File: config.mk
export PLATFORM = sky130hd
export DESIGN_NAME = shp_ctrl
export DESIGN_NICKNAME = d
export VERILOG_FILES = /design/src/design/shp_pkg.sv /design/src/design/shp_ctrl.sv
export SDC_FILE = /design/constraint.sdc
export NUM_CORES = 1
export LEC_CHECK = 0
export ABC_CLOCK_PERIOD_IN_PS = 1500
export BUFFER_PORTS_ARGS = -buffer_cell sky130_fd_sc_hd__clkbuf_2
export CAP_MARGIN = 40
export CORE_AREA = 2 2 39 41
export CTS_BUF_LIST = sky130_fd_sc_hd__clkbuf_8
export CTS_CLUSTER_DIAMETER = 30
export CTS_CLUSTER_SIZE = 10
export DETAILED_ROUTE_END_ITERATION = 8
export DIE_AREA = 0 0 41 43
export SKIP_LAST_GASP = 1
export SLEW_MARGIN = 20
export SYNTH_ARGS = -nofsm -noshare
export SYNTH_HDL_FRONTEND = slang
export SYNTH_SLANG_ARGS = --single-unit
File: constraint.sdc
create_clock -name clock -period 1.5 [get_ports clock]
set_input_delay 0.225 -clock clock [delete_from_list [all_inputs] [get_ports clock]]
set_output_delay 0.225 -clock clock [all_outputs]
set_load 0.02 [all_outputs]
File: src/design/shp_pkg.sv
package shp_pkg;

   localparam int BinCountDefault    = 32;
   localparam int ColumnCountDefault = 64;
   localparam int SampleWidth        = 16;
   localparam int BinIndexWidth      = 5;

   // Input action codes
   localparam logic ActPush    = 1'b0;
   localparam logic ActSummary = 1'b1;

   // Controller states
   typedef enum logic [2:0] {
      ST_CLEAR,
      ST_IDLE,
      ST_LOAD,
      ST_SCAN,
      ST_EMIT
   } state_type;

   // Controller to datapath commands
   typedef struct packed {
      logic clear_step;   // write zero at the sweep address, advance sweep
      logic push;         // write accepted sample, advance bin/column pointers
      logic start_bin;    // reset bin select for a new summary
      logic load_cand;    // latch the candidate value from memory
      logic scan_step;    // compare one history entry against the candidate
      logic next_cand;    // advance to the next candidate column
      logic next_bin;     // advance to the next frequency bin
      logic emit;         // load result register
   } ctrl_cmd_type;

   // Datapath to controller status
   typedef struct packed {
      logic clear_done;
      logic scan_done;    // registered: the last entry of the row has been compared
      logic cand_hit;     // candidate sits at the wanted rank
      logic last_bin;
   } ctrl_sts_type;

endpackage

File: src/design/shp_ctrl.sv
module shp_ctrl (
   input  logic                  clock,
   input  logic                  reset,
   input  logic                  req_valid,
   input  logic                  req_action,
   output logic                  req_ready,
   output logic                  rsp_valid,
   input  logic                  rsp_ready,
   output logic                  rsp_last,
   output shp_pkg::ctrl_cmd_type cmd,
   input  shp_pkg::ctrl_sts_type sts
);
   shp_pkg::state_type state_ff, state_in;
   logic rv_ff, rv_in, rl_ff, rl_in;
   logic req_xfer, rsp_xfer, load_wait_ff;
   logic is_summary;

   assign req_xfer   = req_valid && req_ready;
   assign rsp_xfer   = rv_ff && rsp_ready;
   assign is_summary = req_action == shp_pkg::ActSummary;

   // Next state
   always_comb begin
      state_in = state_ff;
      unique case (state_ff)
         shp_pkg::ST_CLEAR: if (sts.clear_done) state_in = shp_pkg::ST_IDLE;
         shp_pkg::ST_IDLE:  if (req_xfer && is_summary) state_in = shp_pkg::ST_LOAD;
         shp_pkg::ST_LOAD:  if (!load_wait_ff) state_in = shp_pkg::ST_SCAN;
         shp_pkg::ST_SCAN: begin
            if (sts.scan_done) begin
               if (sts.cand_hit) state_in = shp_pkg::ST_EMIT;
               else state_in = shp_pkg::ST_LOAD;
            end
         end
         shp_pkg::ST_EMIT: begin
            if (!rv_ff || rsp_ready) begin
               if (sts.last_bin) state_in = shp_pkg::ST_IDLE;
               else state_in = shp_pkg::ST_LOAD;
            end
         end
         default: state_in = shp_pkg::ST_IDLE;
      endcase
   end

   // Outputs
   always_comb begin
      cmd = '0;
      req_ready = 1'b0;
      unique case (state_ff)
         shp_pkg::ST_CLEAR: cmd.clear_step = 1'b1;
         shp_pkg::ST_IDLE: begin
            req_ready = !rv_ff;
            cmd.push      = req_xfer && !is_summary;
            cmd.start_bin = req_xfer && is_summary;
         end
         shp_pkg::ST_LOAD: cmd.load_cand = !load_wait_ff;
         shp_pkg::ST_SCAN: begin
            cmd.scan_step = !sts.scan_done;
            cmd.next_cand = sts.scan_done && !sts.cand_hit;
         end
         shp_pkg::ST_EMIT: begin
            cmd.emit     = !rv_ff || rsp_ready;
            cmd.next_bin = cmd.emit && !sts.last_bin;
         end
         default: cmd = '0;
      endcase
   end

   always_comb begin
      rv_in = rv_ff;
      rl_in = rl_ff;
      if (rsp_xfer) rv_in = 1'b0;
      if (cmd.emit) begin
         rv_in = 1'b1;
         rl_in = sts.last_bin;
      end
   end

   always_ff @(posedge clock) begin
      if (reset) begin
         state_ff     <= shp_pkg::ST_CLEAR;
         rv_ff        <= 1'b0;
         rl_ff        <= 1'b0;
         load_wait_ff <= 1'b0;
      end else begin
         state_ff     <= state_in;
         rv_ff        <= rv_in;
         rl_ff        <= rl_in;
         // wait for the registered read of a new address
         load_wait_ff <= (state_in == shp_pkg::ST_LOAD) && (state_ff != shp_pkg::ST_LOAD);
      end
   end

   assign rsp_valid = rv_ff;
   assign rsp_last  = rl_ff;

`ifndef ASSERT_OFF
   a_no_accept_busy: assert property (@(posedge clock) disable iff (reset)
      req_ready |-> state_ff == shp_pkg::ST_IDLE)
      else $error("input taken outside idle");
   a_emit_free: assert property (@(posedge clock) disable iff (reset)
      cmd.emit |-> (!rv_ff || rsp_ready))
      else $error("result overwritten");
   a_clear_blocks: assert property (@(posedge clock) disable iff (reset)
      state_ff == shp_pkg::ST_CLEAR |-> !req_ready)
      else $error("input taken during clear");
`endif
endmodule

==> flow_metrics.py <==
metrics = {
    "status": {
        "outcome": "finished, violations left",
        "violated_checks": "negative setup slack",
    },
    "routing": {
        "wl_met1_um": 496,
        "routed.top_layer": "met4",
        "routed_wire_length_per_instance_um": 11.8,
        "antenna_violating_nets_left": 0,
        "route.detailed.vias_per_inst": 5.10,
        "drt_first_iter_violations": 7,
        "route.final.wire_length_um": 1110,
        "drt_first_pass_iters": 2,
        "wl_met2_um": 540,
        "detail_route.drc_violations": 0,
        "dr_total_vias": 479,
        "met3WireLength_um": 53,
    },
    "power_and_ir_drop": {
        "comb_power_share_pct": 31.8,
        "total_power_uw": 617,
        "pwr-share-seq_pct": 28.0,
        "power.internal_uw": 436,
        "pwr_density_cell_mw_per_mm2": 898,
        "total_leakage_power_nw": 0.297,
        "irDropWorstVdd_mv": 0.429,
        "swShare_pct": 29.3,
        "clkPwrFrac_pct": 40.2,
        "total_switching_power_uw": 181,
    },
    "timing": {
        "max_freq_mhz": 597,
        "setup_violations": 4,
        "layout_min_cycle_time_ps": 1670,
        "slew_limit_fails": 0,
        "setup_total_negative_slack_ps": -416,
        "grt_setup_unrepaired": "yes",
        "worstMarginPinSlew_ps": 363,
        "final.setup_skew_ps": 6.96,
        "post-route-period-util_pct": 112,
        "max-slew-margin-rel_pct": 75.5,
        "layout_setup_ws_ps": -175,
        "report.final.hold_viol_count": 0,
    },
    "layout": {
        "design.final.nets": 89,
        "drive_gt1_share_pct": 55.1,
        "layout-area-overhead-vs-synth_pct": 63.9,
        "fillCellCount": 135,
        "diode_count": 0,
        "fin_util_pct": 49.6,
    },
    "grt": {
        "vias_in_the_first_global_route": 398,
        "gr_util_all_layers_pct": 14.4,
        "grt_pass1_wl_um": 1660,
        "global_route.overflow_total": 0,
        "antenna_found_initial": 0,
        "grt_start_max_net_pins": 14,
    },
    "die": {
        "row_count": 14,
        "io-pin-count": 20,
        "fp.coreArea_mm2": 0.00138,
        "die_w_um": 41,
        "initial_core_util_pct": 30.3,
        "die-area_mm2": 0.00176,
        "die_h_um": 43,
    },
    "clock_tree": {
        "clock_sinks": 6,
        "cts.path.max_buffers": 2,
        "clk_latency_worst_skew_pair_ps": 230,
        "cts_made_buffers": 3,
        "cts_tree": "yes",
        "cts_htree_levels": 1,
        "cts_clk_pin_slew_worst_paths_ps": 40,
        "ctsHoldBuffers": 0,
        "clock-root-buffer": "clkbuf_8",
    },
    "critical_path": {
        "arrival_time_worst_endpoint_ps": 1450,
        "critical_path_class": "register to output port",
        "cp_launch_type": "register",
        "setup.worst_path.end_class": "output port",
        "worstPathRequired_ps": 1270,
        "max_fo_critical_path": 3,
    },
    "yosys": {
        "ys.flop_type": "dfxtp_1",
        "synth_enable_flop_cells": 0,
        "postSynthCellCount": 51,
        "ys_top_cells_by_count": "dfxtp_1 (6), nor2_1 (6), nand2_1 (4)",
        "postSynthRegisterBits": 6,
        "synth_seq_area_share_pct": 28.7,
        "synthDominantAreaCellType": "dfxtp_1",
        "post_synth_num_cell_types": 29,
        "post-synth-top-area-fraction_pct": 28.7,
        "yosys_warnings": 0,
        "yosys-top-cells-area": "dfxtp_1 (29%), nor4b_4 (5.7%), nor2_1 (5.4%), nor3_1 (3.6%), nand2_1 (3.6%)",
        "postSynth.asyncResetShare_pct": 0,
        "postSynthAreaPerCell_um2": 8.22,
        "postSynthNetCount": 60,
        "synth.cell_area_um2": 419,
    },
    "hold_path": {
        "min-delay-path-class": "input port to register",
    },
    "placed_design": {
        "dpl_wire_length_um": 796,
        "place.gp.congestion": 0.768,
        "count_of_input_and_output_buffers": 19,
    },
    "run": {
        "maxCapViolCount": 0,
    },
}
flip-flops by register name (all words and copies together) (netlist names):
name and count:
load_wait_ff 1, state_ff 3, rsp_valid 1, rsp_last 1
worst max-delay path: stages, from the launching register on:
cell and delay [ps]:
dfxtp_1 300, or4b_4 580, nor3b_4 190, clkbuf_8 170
metal layers:
metal	GRT usage (%)	vias up
met5	0	-
met3	3.14	2
li1	-	240
met2	20.9	17
met1	17.8	220
met4	10.0	0
path summary, 6_finish.rpt:
check,start,endpoint,slack [ps],depth (start not counted)
min reg2reg,rsp_last$_SDFFE_PP0P_,rsp_last$_SDFFE_PP0P_,480,2
max reg2reg,rsp_valid$_SDFFE_PP0P_,state_ff[1]$_SDFF_PP0_,90,5
max,rsp_valid$_SDFFE_PP0P_,cmd[6],-170,3
min,reset,rsp_last$_SDFFE_PP0P_,250,2
through the flow:
step | hold WS, ps | area (µm²) | worst slack, ps | instances
after global routing | 264 | 687 | -221 | 94
after global placement | 468 | 562 | 57.7 | 87
after CTS | 250 | 657 | -177 | 92
after floorplan | 290 | 437 | -19.5 | 51
final | 251 | 687 | -175 | 94
after detailed placement | 482 | 562 | 48.6 | 87
what timing repair did:
item,CTS,global route
resized for setup,9,6
pin swaps,2,1
endpoints found under the setup margin,5,6
setup buffers,2,2
cells in the final DEF, fill, tap and decap left out, types with 2 or more instances in the layout:
master,Yosys,final
nor2_4,1,2
a21oi_1,2,2
buf_4,1,11
dfxtp_1,6,6
inv_1,3,2
nand2_1,4,4
clkbuf_2,0,14
nor3_2,1,2
a31oi_1,2,2
o21ai_0,2,2
clkbuf_8,0,6
nor3_1,3,2
nand2b_1,2,2
nor2_1,6,5
layout make-up:
type / count / area (µm²) / area share [%]
well taps: 16 / 20.0 / 2.91
clock buffers: 3 / 41.3 / 6.01
inverters: 3 / 11.3 / 1.64
multi-input cells: 38 / 300 / 43.7
repair buffers: 28 / 194 / 28.2
flip-flops and latches: 6 / 120 / 17.5
power groups by stage:
stage | clock [mW] | combinational [mW] | sequential [mW]
floorplan | 0 | 0.113 | 0.173
global placement | 0 | 0.159 | 0.174
detailed placement | 0 | 0.159 | 0.175
CTS | 0.249 | 0.184 | 0.172
global route | 0.257 | 0.215 | 0.173
finish | 0.248 | 0.196 | 0.173
logic make-up after synthesis:
family,synth area share (%)
AOI/OAI and AO/OA,20.9
buffers and inverters,9.25
DFF,28.7
and+or+nand+nor,41.2
No activity file was read; power rests on OpenSTA's default activity.
